[src/hdl/crpg_pkg.sv]
package crpg_pkg;

   localparam int CNT_W        = 16;
   localparam int FREQ_W       = 16;
   localparam int DUTY_W       = 16;
   localparam int PSC_W        = 11;
   localparam int PCT_W        = 7;
   localparam int PROD_W       = 22;
   localparam int RECIP_W      = 23;
   localparam int RECIP_SHIFT  = 29;
   localparam int Q_DEPTH      = 4;
   localparam int Q_PTR_W      = 2;
   localparam int Q_CNT_W      = 3;

   // ceil(2^29 / 100), exact floor division by 100 for any product below 2^22
   localparam logic [RECIP_W-1:0] RECIP_100 = RECIP_W'(5368710);
   localparam logic [PCT_W-1:0]   DUTY_MAX  = PCT_W'(100);
   localparam logic [PCT_W-1:0]   DUTY_MIN  = PCT_W'(1);

   localparam logic CMD_TICK = 1'b0;
   localparam logic CMD_SET  = 1'b1;

   localparam logic [FREQ_W-1:0] FREQ_10HZ   = FREQ_W'(0);
   localparam logic [FREQ_W-1:0] FREQ_100HZ  = FREQ_W'(1);
   localparam logic [FREQ_W-1:0] FREQ_1KHZ   = FREQ_W'(2);
   localparam logic [FREQ_W-1:0] FREQ_10KHZ  = FREQ_W'(3);
   localparam logic [FREQ_W-1:0] FREQ_100KHZ = FREQ_W'(4);
   localparam logic [FREQ_W-1:0] FREQ_1MHZ   = FREQ_W'(5);
   localparam logic [FREQ_W-1:0] FREQ_10MHZ  = FREQ_W'(6);

   typedef enum logic [1:0] {
      DIV_1    = 2'd0,
      DIV_8    = 2'd1,
      DIV_128  = 2'd2,
      DIV_1792 = 2'd3
   } div_sel_type;

   typedef struct packed {
      div_sel_type      sel;
      logic [CNT_W-1:0] period;
   } rate_type;

   typedef struct packed {
      logic             is_set;
      logic             apply;
      logic             force_low;
      div_sel_type      sel;
      logic [CNT_W-1:0] period;
      logic [CNT_W-1:0] compare;
   } entry_type;

   typedef struct packed {
      logic [Q_CNT_W-1:0] count;
      logic               empty;
   } queue_stat_type;

   typedef struct packed {
      logic stage_a_valid;
      logic stage_b_valid;
   } front_stat_type;

   function automatic rate_type rate_lookup(input logic [FREQ_W-1:0] code);
      rate_type r;
      case (code)
         FREQ_10HZ: begin
            r.sel = DIV_1792;
            r.period = CNT_W'(11160);
         end
         FREQ_1KHZ: begin
            r.sel = DIV_8;
            r.period = CNT_W'(24999);
         end
         FREQ_10KHZ: begin
            r.sel = DIV_1;
            r.period = CNT_W'(19999);
         end
         FREQ_100KHZ: begin
            r.sel = DIV_1;
            r.period = CNT_W'(1999);
         end
         FREQ_1MHZ: begin
            r.sel = DIV_1;
            r.period = CNT_W'(199);
         end
         FREQ_10MHZ: begin
            r.sel = DIV_1;
            r.period = CNT_W'(19);
         end
         default: begin
            // unknown codes fall back to 100 hz
            r.sel = DIV_128;
            r.period = CNT_W'(15624);
         end
      endcase
      return r;
   endfunction

   function automatic logic [PSC_W-1:0] div_limit(input div_sel_type sel);
      logic [PSC_W-1:0] d;
      case (sel)
         DIV_8:    d = PSC_W'(8);
         DIV_128:  d = PSC_W'(128);
         DIV_1792: d = PSC_W'(1792);
         default:  d = PSC_W'(1);
      endcase
      return d;
   endfunction

endpackage

[src/hdl/crpg_front.sv]
module crpg_front (
   input  logic                        clock,
   input  logic                        reset,
   input  logic                        req_valid,
   output logic                        req_ready,
   input  logic                        req_cmd,
   input  logic                        req_enable,
   input  logic [crpg_pkg::FREQ_W-1:0] req_freq_code,
   input  logic [crpg_pkg::DUTY_W-1:0] req_duty_percent,
   input  crpg_pkg::queue_stat_type    q_stat,
   output logic                        push_valid,
   output crpg_pkg::entry_type         push_entry,
   output crpg_pkg::front_stat_type    f_stat
);

   logic                         accept;
   logic [crpg_pkg::Q_CNT_W-1:0] used;
   logic                         is_set;
   logic                         changed;
   logic                         apply;
   logic [crpg_pkg::PCT_W-1:0]   duty_clamped;
   crpg_pkg::rate_type           rate;
   logic [crpg_pkg::CNT_W:0]     period_p1;
   logic [crpg_pkg::PROD_W-1:0]  prod;

   logic                          last_enable_ff, last_enable_in;
   logic [crpg_pkg::FREQ_W-1:0]   last_freq_ff, last_freq_in;
   logic [crpg_pkg::DUTY_W-1:0]   last_duty_ff, last_duty_in;

   logic                          a_valid_ff, a_valid_in;
   crpg_pkg::entry_type           a_entry_ff, a_entry_in;
   logic [crpg_pkg::PROD_W-1:0]   a_prod_ff, a_prod_in;

   logic [crpg_pkg::PROD_W+crpg_pkg::RECIP_W-1:0] quot_full;
   logic [crpg_pkg::CNT_W-1:0]                   quot;
   logic                          b_valid_ff, b_valid_in;
   crpg_pkg::entry_type           b_entry_ff, b_entry_in;

   // credit: queue occupancy plus items still in the two front stages
   assign used = q_stat.count + crpg_pkg::Q_CNT_W'(a_valid_ff)
                 + crpg_pkg::Q_CNT_W'(b_valid_ff);
   assign req_ready = used < crpg_pkg::Q_CNT_W'(crpg_pkg::Q_DEPTH);
   assign accept = req_valid & req_ready;

   always_comb begin
      is_set  = (req_cmd == crpg_pkg::CMD_SET);
      changed = (req_freq_code != last_freq_ff) || (req_duty_percent != last_duty_ff);
      apply   = is_set & req_enable & changed;

      if (req_duty_percent > crpg_pkg::DUTY_W'(crpg_pkg::DUTY_MAX)) begin
         duty_clamped = crpg_pkg::DUTY_MAX;
      end else if (req_duty_percent == '0) begin
         duty_clamped = crpg_pkg::DUTY_MIN;
      end else begin
         duty_clamped = req_duty_percent[crpg_pkg::PCT_W-1:0];
      end

      rate      = crpg_pkg::rate_lookup(req_freq_code);
      period_p1 = {1'b0, rate.period} + (crpg_pkg::CNT_W+1)'(1);
      prod = {{(crpg_pkg::PROD_W-crpg_pkg::CNT_W-1){1'b0}}, period_p1}
             * {{(crpg_pkg::PROD_W-crpg_pkg::PCT_W){1'b0}}, duty_clamped};

      last_enable_in = last_enable_ff;
      last_freq_in   = last_freq_ff;
      last_duty_in   = last_duty_ff;
      if (accept && is_set) begin
         last_enable_in = req_enable;
         if (apply) begin
            last_freq_in = req_freq_code;
            last_duty_in = req_duty_percent;
         end
      end

      a_valid_in          = accept;
      a_entry_in.is_set   = is_set;
      a_entry_in.apply    = apply;
      // the output is forced low exactly while the last set item disabled it
      a_entry_in.force_low = is_set ? ~req_enable : ~last_enable_ff;
      a_entry_in.sel      = rate.sel;
      a_entry_in.period   = rate.period;
      a_entry_in.compare  = '0;
      a_prod_in           = prod;
   end

   always_comb begin
      quot_full = {{crpg_pkg::RECIP_W{1'b0}}, a_prod_ff}
                  * {{crpg_pkg::PROD_W{1'b0}}, crpg_pkg::RECIP_100};
      quot = quot_full[crpg_pkg::RECIP_SHIFT +: crpg_pkg::CNT_W];

      b_valid_in = a_valid_ff;
      b_entry_in = a_entry_ff;
      if (quot > a_entry_ff.period) begin
         b_entry_in.compare = a_entry_ff.period + crpg_pkg::CNT_W'(1);
      end else begin
         b_entry_in.compare = quot;
      end
   end

   always_ff @(posedge clock) begin
      if (reset) begin
         last_enable_ff <= 1'b0;
         last_freq_ff   <= '1;
         last_duty_ff   <= '1;
         a_valid_ff     <= 1'b0;
         b_valid_ff     <= 1'b0;
      end else begin
         last_enable_ff <= last_enable_in;
         last_freq_ff   <= last_freq_in;
         last_duty_ff   <= last_duty_in;
         a_valid_ff     <= a_valid_in;
         b_valid_ff     <= b_valid_in;
      end
   end

   always_ff @(posedge clock) begin
      a_entry_ff <= a_entry_in;
      a_prod_ff  <= a_prod_in;
      b_entry_ff <= b_entry_in;
   end

   assign push_valid           = b_valid_ff;
   assign push_entry           = b_entry_ff;
   assign f_stat.stage_a_valid = a_valid_ff;
   assign f_stat.stage_b_valid = b_valid_ff;

endmodule

[src/hdl/crpg_queue.sv]
module crpg_queue (
   input  logic                     clock,
   input  logic                     reset,
   input  logic                     push_valid,
   input  crpg_pkg::entry_type      push_entry,
   input  logic                     pop,
   output crpg_pkg::entry_type      head_entry,
   output crpg_pkg::queue_stat_type q_stat
);

   crpg_pkg::entry_type          entries_ff [crpg_pkg::Q_DEPTH];
   logic [crpg_pkg::Q_PTR_W-1:0] wr_ptr_ff, wr_ptr_in;
   logic [crpg_pkg::Q_PTR_W-1:0] rd_ptr_ff, rd_ptr_in;
   logic [crpg_pkg::Q_CNT_W-1:0] count_ff, count_in;

   // the front holds back on credit, so a push never meets a full queue
   always_comb begin
      wr_ptr_in = push_valid ? wr_ptr_ff + crpg_pkg::Q_PTR_W'(1) : wr_ptr_ff;
      rd_ptr_in = pop ? rd_ptr_ff + crpg_pkg::Q_PTR_W'(1) : rd_ptr_ff;
      count_in  = count_ff + crpg_pkg::Q_CNT_W'(push_valid) - crpg_pkg::Q_CNT_W'(pop);
   end

   always_ff @(posedge clock) begin
      if (reset) begin
         wr_ptr_ff <= '0;
         rd_ptr_ff <= '0;
         count_ff  <= '0;
      end else begin
         wr_ptr_ff <= wr_ptr_in;
         rd_ptr_ff <= rd_ptr_in;
         count_ff  <= count_in;
      end
   end

   always_ff @(posedge clock) begin
      if (push_valid) begin
         entries_ff[wr_ptr_ff] <= push_entry;
      end
   end

   assign head_entry   = entries_ff[rd_ptr_ff];
   assign q_stat.count = count_ff;
   assign q_stat.empty = (count_ff == '0);

endmodule

[src/hdl/crpg_back.sv]
module crpg_back (
   input  logic                       clock,
   input  logic                       reset,
   input  crpg_pkg::entry_type        head_entry,
   input  crpg_pkg::queue_stat_type   q_stat,
   output logic                       pop,
   output logic                       rsp_valid,
   input  logic                       rsp_ready,
   output logic                       rsp_pwm_out,
   output logic [crpg_pkg::CNT_W-1:0] rsp_counter_value
);

   logic [crpg_pkg::PSC_W-1:0] psc_ff, psc_in;
   crpg_pkg::div_sel_type      sel_ff, sel_in;
   logic [crpg_pkg::CNT_W-1:0] base_ff, base_in;
   logic [crpg_pkg::CNT_W-1:0] period_ff, period_in;
   logic [crpg_pkg::CNT_W-1:0] compare_ff, compare_in;
   logic                       action_ff, action_in;

   logic                       rsp_valid_ff, rsp_valid_in;
   logic                       rsp_pwm_ff, rsp_pwm_in;
   logic [crpg_pkg::CNT_W-1:0] rsp_count_ff, rsp_count_in;

   logic [crpg_pkg::PSC_W:0]   psc_p1;
   logic                       wrap;

   assign pop = ~q_stat.empty & (~rsp_valid_ff | rsp_ready);

   always_comb begin
      psc_in     = psc_ff;
      sel_in     = sel_ff;
      base_in    = base_ff;
      period_in  = period_ff;
      compare_in = compare_ff;
      action_in  = action_ff;

      psc_p1 = {1'b0, psc_ff} + (crpg_pkg::PSC_W+1)'(1);
      // prescaler may sit above a new, smaller divide; it wraps on the next tick
      wrap = psc_p1 >= {1'b0, crpg_pkg::div_limit(sel_ff)};

      if (pop) begin
         if (!head_entry.is_set) begin
            if (wrap) begin
               psc_in = '0;
               if (base_ff >= period_ff) begin
                  base_in = '0;
               end else begin
                  base_in = base_ff + crpg_pkg::CNT_W'(1);
               end
               if (base_in == '0) begin
                  action_in = 1'b1;
               end
               // compare wins over zero
               if (base_in == compare_ff) begin
                  action_in = 1'b0;
               end
            end else begin
               psc_in = psc_p1[crpg_pkg::PSC_W-1:0];
            end
         end else if (head_entry.apply) begin
            sel_in     = head_entry.sel;
            period_in  = head_entry.period;
            compare_in = head_entry.compare;
         end
      end
   end

   always_comb begin
      if (pop) begin
         rsp_valid_in = 1'b1;
      end else if (rsp_ready) begin
         rsp_valid_in = 1'b0;
      end else begin
         rsp_valid_in = rsp_valid_ff;
      end
      rsp_pwm_in   = pop ? (~head_entry.force_low & action_in) : rsp_pwm_ff;
      rsp_count_in = pop ? base_in : rsp_count_ff;
   end

   always_ff @(posedge clock) begin
      if (reset) begin
         psc_ff       <= '0;
         sel_ff       <= crpg_pkg::DIV_1;
         base_ff      <= '0;
         period_ff    <= '0;
         compare_ff   <= '0;
         action_ff    <= 1'b0;
         rsp_valid_ff <= 1'b0;
      end else begin
         psc_ff       <= psc_in;
         sel_ff       <= sel_in;
         base_ff      <= base_in;
         period_ff    <= period_in;
         compare_ff   <= compare_in;
         action_ff    <= action_in;
         rsp_valid_ff <= rsp_valid_in;
      end
   end

   always_ff @(posedge clock) begin
      rsp_pwm_ff   <= rsp_pwm_in;
      rsp_count_ff <= rsp_count_in;
   end

   assign rsp_valid         = rsp_valid_ff;
   assign rsp_pwm_out       = rsp_pwm_ff;
   assign rsp_counter_value = rsp_count_ff;

endmodule

[src/hdl/coded_rate_pwm_generator_top.sv]
// coded-rate up-counting pwm generator
// req channel: one item per valid/ready handshake. req_cmd tick advances the
// prescaler and time base by one source clock; req_cmd set applies enable,
// frequency code and duty percent (fields other than cmd are ignored on ticks).
// rsp channel: exactly one item per request, in order, carrying the pin level
// and the time-base counter value after that request.
// order: the accepting edge loads the rate lookup stage, followed by compare
// scaling, queue write and output register. throughput: one item per cycle
// while a stalled rsp_ready does not hold the output, set by the single
// back-end update of the time base.
// a 4-entry queue sits between front and back; req_ready drops when queue
// entries plus items in the front stages reach 4, so a stalled rsp_ready
// backs up into req_ready with nothing dropped.
// reset (synchronous, active high) empties the pipeline and queue, selects
// divide by one with period and compare of zero, and forces the output low
// until a set item with enable high arrives.
module coded_rate_pwm_generator_top (
   input  logic                        clock,
   input  logic                        reset,
   input  logic                        req_valid,
   output logic                        req_ready,
   input  logic                        req_cmd,
   input  logic                        req_enable,
   input  logic [crpg_pkg::FREQ_W-1:0] req_freq_code,
   input  logic [crpg_pkg::DUTY_W-1:0] req_duty_percent,
   output logic                        rsp_valid,
   input  logic                        rsp_ready,
   output logic                        rsp_pwm_out,
   output logic [crpg_pkg::CNT_W-1:0]  rsp_counter_value
);

   logic                     push_valid;
   crpg_pkg::entry_type      push_entry;
   crpg_pkg::entry_type      head_entry;
   crpg_pkg::queue_stat_type q_stat;
   crpg_pkg::front_stat_type f_stat;
   logic                     pop;

   crpg_front u_front (
      .clock            (clock),
      .reset            (reset),
      .req_valid        (req_valid),
      .req_ready        (req_ready),
      .req_cmd          (req_cmd),
      .req_enable       (req_enable),
      .req_freq_code    (req_freq_code),
      .req_duty_percent (req_duty_percent),
      .q_stat           (q_stat),
      .push_valid       (push_valid),
      .push_entry       (push_entry),
      .f_stat           (f_stat)
   );

   crpg_queue u_queue (
      .clock      (clock),
      .reset      (reset),
      .push_valid (push_valid),
      .push_entry (push_entry),
      .pop        (pop),
      .head_entry (head_entry),
      .q_stat     (q_stat)
   );

   crpg_back u_back (
      .clock             (clock),
      .reset             (reset),
      .head_entry        (head_entry),
      .q_stat            (q_stat),
      .pop               (pop),
      .rsp_valid         (rsp_valid),
      .rsp_ready         (rsp_ready),
      .rsp_pwm_out       (rsp_pwm_out),
      .rsp_counter_value (rsp_counter_value)
   );

   // credit accounting never lets the queue overcommit
   a_credit: assert property (@(posedge clock) disable iff (reset)
      (4'(q_stat.count) + 4'(f_stat.stage_a_valid) + 4'(f_stat.stage_b_valid))
         <= 4'(crpg_pkg::Q_DEPTH))
      else $error("queue credit overrun");

   a_pop_nonempty: assert property (@(posedge clock) disable iff (reset)
      pop |-> !q_stat.empty)
      else $error("pop from empty queue");

   // a response only appears after the back end took an entry
   a_rsp_from_pop: assert property (@(posedge clock) disable iff (reset)
      $rose(rsp_valid) |-> $past(pop))
      else $error("response without queue pop");

   // a push that meets a full queue would overwrite the head
   a_push_space: assert property (@(posedge clock) disable iff (reset)
      push_valid |-> (q_stat.count != crpg_pkg::Q_CNT_W'(crpg_pkg::Q_DEPTH)) || pop)
      else $error("push into full queue");

endmodule
[config.mk]
export PLATFORM = sky130hd
export DESIGN_NAME = coded_rate_pwm_generator_top
export DESIGN_NICKNAME = d
export VERILOG_FILES = /design/src/hdl/crpg_pkg.sv /design/src/hdl/crpg_front.sv /design/src/hdl/crpg_queue.sv /design/src/hdl/crpg_back.sv /design/src/hdl/coded_rate_pwm_generator_top.sv
export SDC_FILE = /design/constraint.sdc
export NUM_CORES = 1
export LEC_CHECK = 0
export ABC_AREA = 1
export BUFFER_PORTS_ARGS = -buffer_cell sky130_fd_sc_hd__buf_4
export CAP_MARGIN = 20
export CELL_PAD_IN_SITES_DETAIL_PLACEMENT = 1
export CELL_PAD_IN_SITES_GLOBAL_PLACEMENT = 2
export CORE_UTILIZATION = 35
export CTS_BUF_LIST = sky130_fd_sc_hd__clkbuf_8
export DETAILED_ROUTE_END_ITERATION = 12
export GPL_TIMING_DRIVEN = 0
export PLACE_DENSITY_LB_ADDON = 0.1
export REMOVE_ABC_BUFFERS = 1
export SYNTH_ARGS = -nofsm -noshare
export SYNTH_HDL_FRONTEND = slang
export SYNTH_SLANG_ARGS = --single-unit
export TNS_END_PERCENT = 50
[constraint.sdc]
create_clock -name clock -period 11.9 [get_ports clock]
set_input_delay 0.595 -clock clock [delete_from_list [all_inputs] [get_ports clock]]
set_output_delay 0.595 -clock clock [all_outputs]
set_load 0.005 [all_outputs]
## Word-level counts from Yosys, hierarchy flattened

Memory sizes are Yosys's and may differ from the RTL's. A register that Yosys moved wholly into a read port is not among the register bits.
Index checks and enable logic that the tools add are counted.

- Register bits: 202
- Memory bits (writable): 148
- Input bits: 38
- Output and inout port bits: 19
- Logic and storage cells: 105
- Memories kept: 1

Memories:

| memory | words | bits a word | read ports | clocked after Yosys merged registers in | write ports | line | text |
|---|---|---|---|---|---|---|---|
| u_queue.entries_ff | 4 | 37 | 1 | 1 | 1 | crpg_queue.sv:11 | `crpg_pkg::entry_type entries_ff [crpg_pkg::Q_DEPTH];` |

- Add/subtract/negate cells: 10
- $mul: 2
- $lt $le $gt $ge: 5
- Eq/ne operators: 11
- Mux-type cells: 25
- Bitwise operators: 12
- Reduce and logical (&&, ||, !) cells: 10

Operator list:

| operator | count |
|---|---|
| $mux 16 | 8 |
| $pmux 18 s6 | 1 |
| $eq 16x3->1 const B | 3 |
| $logic_not 16->1 | 3 |
| $mul 22x22->44 const B | 1 |
| $pmux 11 s3 | 1 |
| $add 16x1->16 const B | 2 |
| $eq 16x2->1 const B | 2 |
| $ne 16x16->1 | 2 |
| $mul 17x7->22 | 1 |
| $add 16x1->17 const B | 1 |
| $eq 16x16->1 | 1 |
| $ge 16x16->1 | 1 |
| $gt 16x16->1 | 1 |
| $gt 16x7->1 const B | 1 |
| $mux 7 | 2 |
| $add 11x1->12 const B | 1 |
| $ge 12x11->1 | 1 |
| $mux 11 | 1 |
| $mux 1 | 10 |
| $add 3x1->3 | 3 |
| $not 1->1 | 6 |
| $and 1x1->1 | 5 |
| $add 2x1->2 const B | 2 |
| other kinds (12) | 15 |

## Depth between registers and ports, before layout

Gate-level depths: netlist (run 1).

- Word-level depth: 13
- Depth in mapped cells: 39
- Gate-level depth less buffers: 38

## Modules after synthesis

A second synthesis (run 1) with hierarchy kept.

- Cell total of the unflattened synthesis: 3,337
- Area total of the unflattened synthesis: 28,372.2 µm²

By module, submodules not included:

| module | instances | cells each | area each (µm²) | seq. area each (µm²) |
|---|---|---|---|---|
| crpg_front | 1 | 2,219 | 17,653.2 | 2,222.1 |
| crpg_queue | 1 | 486 | 6,213.5 | 4,624.4 |
| crpg_back | 1 | 632 | 4,505.6 | 1,771.7 |

## Worst setup path after synthesis (run 1)

No wires, ideal clock.

- Path kind: flip-flop to flip-flop
- Start point: register u_front.a_prod_ff[15] in the netlist's numbering
- End point: register u_front.b_entry_ff, in the netlist u_front.push_entry[11]
- Setup time: 0.060 ns
- Arrival time: 6.698 ns
- Data required time: 11.840 ns
- Slack: 5.142 ns
- Cell stages (with the launch flop): 33
- Buffers on the path: 1
- Period minus slack after synthesis: 6.758 ns
- Path through: dfxtp_1 -> ha_1 -> inv_1 -> fa_1 -> fa_1 -> inv_1 -> fa_1 -> fa_1 -> fa_1 -> inv_1 -> fa_1 -> inv_1 -> ha_1 -> nand2_1 -> nor2_1 -> inv_1 -> nor2_1 -> inv_1 -> nor4_1 -> nand3_1 -> nand4_1 -> xor2_1 -> ha_1 -> a21oi_1 -> nor3_1 -> a211oi_1 -> a21oi_1 -> o21ai_0 -> nand2_1 -> nand2_1 -> clkbuf_1 -> nand3_1 -> nand2_1

RTL lines:

| what | line | text |
|---|---|---|
| start, declared | crpg_front.sv:32 | `logic [crpg_pkg::PROD_W-1:0] a_prod_ff, a_prod_in;` |
| start signal, assigned | crpg_front.sv:117 | `a_prod_ff <= a_prod_in;` |
| end signal, assigned | crpg_front.sv:118 | `b_entry_ff <= b_entry_in;` |
| end, declared | crpg_front.sv:37 | `crpg_pkg::entry_type b_entry_ff, b_entry_in;` |

==> results of run 1 <==
area by class of cell:
class	count	area, um2	share of cell area
inverter	641	2410	0.0806
antenna	1	2.50	0.0000837
sequential	338	8340	0.279
tap	1030	1290	0.0431
multi-input combinational	2003	15900	0.531
clock inverter	46	409	0.0137
timing repair buffer	70	664	0.0222
clock buffer	65	895	0.0299
kinds of logic after synthesis:
kind of cell	Yosys count	synth area share
flip-flops	338	0.311
buffers and inverters	704	0.0992
AND/OR/NAND/NOR	943	0.148
other	2	0.000280
XOR/XNOR	86	0.0283
AO/OA/AOI/OAI	401	0.0818
adder cells (fa/ha/maj)	567	0.332
stage by stage:
stage          hold slack, ns  cell area, um2  cells
2_1_floorplan           0.310           26600   2982
3_3_place_gp            0.311           28300   4068
3_5_place_dp            0.313           28600   4080
4_1_cts                0.0892           29900   4192
5_1_grt                 0.112           29900   4194
6_report                0.147           29900   4194
path summary, 6_finish.rpt:
path	end	slack, ns	start
setup / recovery	u_front.push_entry[1]	3.29	u_front.a_prod_ff[15]
hold / removal	u_front.last_duty_ff[12]	0.15	req_duty_percent[12]
setup reg to reg	u_front.push_entry[1]	3.29	u_front.a_prod_ff[15]
hold reg to reg	u_front.push_entry[32]	0.31	u_front.a_entry_ff[32]
worst max-delay path, delay by kind of cell, from the launching register on:
family	cells	cell delay, ns
flops	1	0.76
compound gates	8	1.34
simple gates	9	1.53
xor+xnor	1	0.35
fa+ha+maj	9	4.07
buf+inv	5	0.43
timing repair:
| action | in CTS | in global routing |
|---|---|---|
| hold endpoints to repair | 1 | 0 |
| hold buffers | 1 | 0 |
| resized for setup | 0 | 0 |
state kept, by name, summed over array words and instances, names as in the netlist, named ones only:
signal / count
u_front.last_freq_ff: 16
u_front.a_entry_ff: 19
u_back.base_ff: 16
u_back.psc_ff: 11
u_back.compare_ff: 16
u_front.last_enable_ff: 1
u_queue.count_ff: 3
u_back.rsp_valid: 1
u_front.push_valid: 1
u_queue.rd_ptr_ff: 2
u_back.period_ff: 14
u_queue.entries_ff: 140
u_queue.wr_ptr_ff: 2
u_front.push_entry: 35
u_back.rsp_counter_value: 16
u_front.last_duty_ff: 16
u_back.action_ff: 1
u_back.rsp_pwm_out: 1
u_front.a_prod_ff: 22
u_back.sel_ff: 2
u_front.a_valid_ff: 1
cells in the final DEF (no fill, tap or decap), drive strengths merged, types with 5 or more instances in the layout:
master / n
edfxtp: 157
xor2: 53
nand4: 36
inv: 654
nor3: 22
fa: 241
xnor2: 33
ha: 326
bufinv: 7
nor2: 271
o21a: 5
buf: 69
and2: 5
a21o: 6
a31oi: 11
nand2: 470
o22ai: 32
conb: 6
nand3: 103
o21bai: 7
or2: 18
a21oi: 131
o211ai: 19
dfxtp: 181
o21ai: 179
clkbuf: 65
clkinv: 23
nor4: 8
per-layer routing:
metal  global-route usage  part of all wire
met3               0.0204             0.023
met1                0.250              0.45
met4               0.0420             0.016
met5                    0                 0
met2                0.361              0.51
==> impl_metrics.tcl, run 1 <==
set metrics [dict create \
    postRouteAntennaNets 0 \
    n_fill_cell 8877 \
    clock-sinks 338 \
    whs_path_depth 3 \
    maxCapViolations 0 \
    yosysTopAreaCell "fa_1" \
    htreeDepth 2 \
    synth_edf_count 157 \
    slowest_delay_ns 0.76 \
    fp-row-count 101 \
    via_per_inst 4.74 \
    clockRootBuffer "clkbuf_8" \
    dr.pass1.iters 4 \
    hold_viol_final 0 \
    slew_violations 0 \
    post_drt_wl_per_cell_um 17.9 \
    portBuffers 56 \
    gr-total-overflow 0 \
    grt_pass1_vias 21900 \
    rsz0062_at_grt "false" \
    synth_async_sr_flop_share 0 \
    synth-warning-count 0 \
    clk_pin_slew_worst_paths_ns 0.06 \
    num_vias 19900 \
    fin_tns_setup_ns 0 \
    cts_buffers 59 \
    grt_util_all_layers 0.198 \
    worstPathRequired_ns 12.45 \
    ctsLongestPathBuffers 3 \
    wl_mm 75.0 \
    finalClockSkew_ns 0.0844 \
    antenna_found_initial 1 \
    gp_congestion 0.846 \
    synth.most_common_cell "inv_1" \
    syn_area_per_cell_um2 8.83 \
    grt_first_pass_wirelength_mm 120 \
    syn_area_um2 26800 \
    seq_area_frac_synth 0.311 \
    initial_core_util 0.353 \
    synth_seq_cells 338 \
    critPathLaunchType "flop" \
    synth.distinct_cells 56 \
    post-route-period-util 0.723 \
    worst_path_max_delay_cell "dfxtp_1" \
    arrival_ns 9.16 \
    max_slew_margin 0.409 \
    synth_cells 3041 \
    insertion_delay_ns 0.69 \
    synth-main-ff-cell "dfxtp_1" \
    setup_viol 0 \
    io_pins 57 \
    die_x_um 279 \
    status "finished, final reports clean" \
    critPathKind "flop to flop" \
    utilization 0.393 \
    synthTopCellsByArea "fa_1 (18%), edfxtp_1 (18%), ha_1 (15%), dfxtp_1 (13%), inv_1 (8.8%)" \
    worst_slew_pin_slew_ns 0.883 \
    hp-class "input port to flop" \
    drive_gt1_frac 0.0667 \
    core_area_um2 75900 \
    critPathMaxFanout 16 \
    cts_tree "yes" \
    end_kind "flop" \
    cpMostUsedCell "fa_1" \
    fp.dieH_um 279 \
    drc 0 \
    dp_slack_ns 3.24 \
    setup_slack_ns 3.29 \
    grt_max_degree 55 \
    post_cts_buffers 0 \
    nNetsFinal 3718 \
    min_period_ns 8.61 \
    drt_iter0_markers 663 \
    area_delta_synth_final_pct 11.3 \
    netlist_top_cells_count "inv_1 (631), nand2_1 (464), ha_1 (326)" \
    worstRegToRegCells 32 \
    die-area_um2 77800 \
    max_freq_mhz 116 \
    synth.top_cell.area_share 0.180 \
    hpwl_mm 62.2 \
]
Power of run 1 is not shown: default switching activity piles up to over one toggle a cycle in this logic, so the estimate is an artifact.
==> run 2: changes to the inputs <==
==> constraint.sdc (replaced) <==
create_clock -name clock -period 7.55 [get_ports clock]
set_input_delay 0.3775 -clock clock [delete_from_list [all_inputs] [get_ports clock]]
set_output_delay 0.3775 -clock clock [all_outputs]
set_load 0.005 [all_outputs]
==> run 2 against run 1 <==
Wire length increased by 1.2%. Register-to-register slack got worse by 3.0 ns. Critical path depth grew 1. Largest cell class unchanged. Sequential cell count unchanged. Maximum frequency is 19% higher.
==> impl_metrics.tcl, run 2 (synthesis results as in run 1) <==
set metrics [dict create \
    insertion_delay_ns 0.68 \
    drt_iter0_markers 668 \
    num_vias 20100 \
    finalClockSkew_ns 0.0800 \
    ctsLongestPathBuffers 3 \
    htreeDepth 2 \
    core_area_um2 75900 \
    nNetsFinal 3769 \
    mostFrequentLayoutCell "inv_1" \
    grt_max_degree 55 \
    fp-row-count 101 \
    initial_core_util 0.353 \
    clk_pin_slew_worst_paths_ns 0.06 \
    gr-total-overflow 0 \
    n_fill_cell 8828 \
    min_from "req_freq_code[15]" \
    post_drt_wl_per_cell_um 17.9 \
    status "finished, final reports clean" \
    cts_tree "yes" \
    min_period_ns 7.23 \
    cts_buffers 59 \
    gp_congestion 0.846 \
    io_pins 57 \
    rr_startpoint "u_front.a_prod_ff[10]" \
    antenna_found_initial 1 \
    clockRootBuffer "clkbuf_8" \
    end_kind "flop" \
    wl_mm 75.8 \
    postRouteAntennaNets 0 \
    cp-startpoint "u_front.a_prod_ff[10]" \
    max_freq_mhz 138 \
    critPathKind "flop to flop" \
    arrival_ns 7.72 \
    drc 0 \
    max_slew_margin 0.394 \
    critPathMaxFanout 15 \
    worstPathRequired_ns 8.04 \
    worst_slew_pin_slew_ns 0.908 \
    hpwl_mm 62.2 \
    hp-class "input port to flop" \
    clock-sinks 338 \
    final_cell_mix "inv_1 (635), nand2_1 (455), ha_1 (316)" \
    die-area_um2 77800 \
    hold_viol_final 0 \
    slowest_delay_ns 0.55 \
    drive_gt1_frac 0.0986 \
    largest_reg_flops 140 \
    grt_first_pass_wirelength_mm 121 \
    critPathLaunchType "flop" \
    cpMostUsedCell "fa_1" \
    fin_tns_setup_ns 0 \
    area_delta_synth_final_pct 14.5 \
    top_register "u_queue.entries_ff" \
    grt_util_all_layers 0.199 \
    maxCapViolations 0 \
    slew_violations 0 \
    portBuffers 56 \
    setup_viol 0 \
    fp.dieH_um 279 \
    via_per_inst 4.75 \
    grt_pass1_vias 22100 \
    worst_path_max_delay_cell "fa_1" \
    die_x_um 279 \
    dr.pass1.iters 5 \
    post-route-period-util 0.958 \
]
[run 2: cell types whose count changed in the layout (fill, tap and decap cells not counted), moves of 9 or more]
cell,before,now
nor2_2,6,16
ha_1,326,316
dlygate4sd3_1,1,29
a21oi_2,0,9
nor2_1,264,253
a21oi_1,131,122
buf_4,58,80
dfxtp_4,0,20
dfxtp_1,179,157
[run 2: area by class of cell]
class                   count  area (um2)  area share
diodes                      1        2.50   0.0000814
clock buffers              65         895      0.0291
clock inverters            46         409      0.0133
inverters                 641        2410      0.0784
multi-input cells        2003       16200       0.527
flip-flops and latches    338        8420       0.274
well taps                1030        1290      0.0419
repair buffers            121        1130      0.0368
[run 2: worst paths after layout]
kind	depth (start not counted)	to	slack [ns]
hold / removal	3	u_front.last_freq_ff[15]	0.07
setup / recovery	33	u_front.push_entry[8]	0.32
setup reg to reg	33	u_front.push_entry[8]	0.32
hold reg to reg	0	u_front.push_entry[32]	0.31
[run 2: per-layer routing]
metal | track usage | up-vias | routed length [um]
met4 | 0.0440 | 0 | 1340
met2 | 0.363 | 170 | 38600
li1 | - | 9945 | -
met5 | 0 | - | 0
met3 | 0.0212 | 72 | 1660
met1 | 0.251 | 9962 | 34300
[run 2: critical path: cells and delay by family, from the launching register on]
| family | cells | cell delay [ns] |
|---|---|---|
| simple gates | 10 | 0.95 |
| buf+inv | 5 | 0.35 |
| compound gates | 8 | 1.07 |
| flops | 1 | 0.41 |
| xor+xnor | 1 | 0.30 |
| fa+ha+maj | 9 | 3.95 |
[run 2: stage by stage]
step                      cell area [um2]  setup WS (ns)  std cells  utilization  hold WS [ns]
after global placement              28300          -1.04       4068        0.373         0.311
after global routing                30700        -0.0324       4245        0.405        0.0374
final                               30700          0.318       4245        0.405        0.0670
after detailed placement            28600          -1.11       4080        0.376         0.313
after floorplan                     26600          0.685       2982            -         0.310
after CTS                           30300        0.00580       4226        0.399       0.00587
[run 2: repair_timing]
| action | in CTS | in global routing |
|---|---|---|
| endpoints found under the setup margin | 16 | 18 |
| hold buffers | 29 | 0 |
| hold endpoints to repair | 30 | 0 |
| gates cloned | 0 | 0 |
| pin swaps | 2 | 19 |
| gates resized for setup | 45 | 74 |
| setup buffers | 6 | 17 |
Power of run 2 is left out for the same reason.
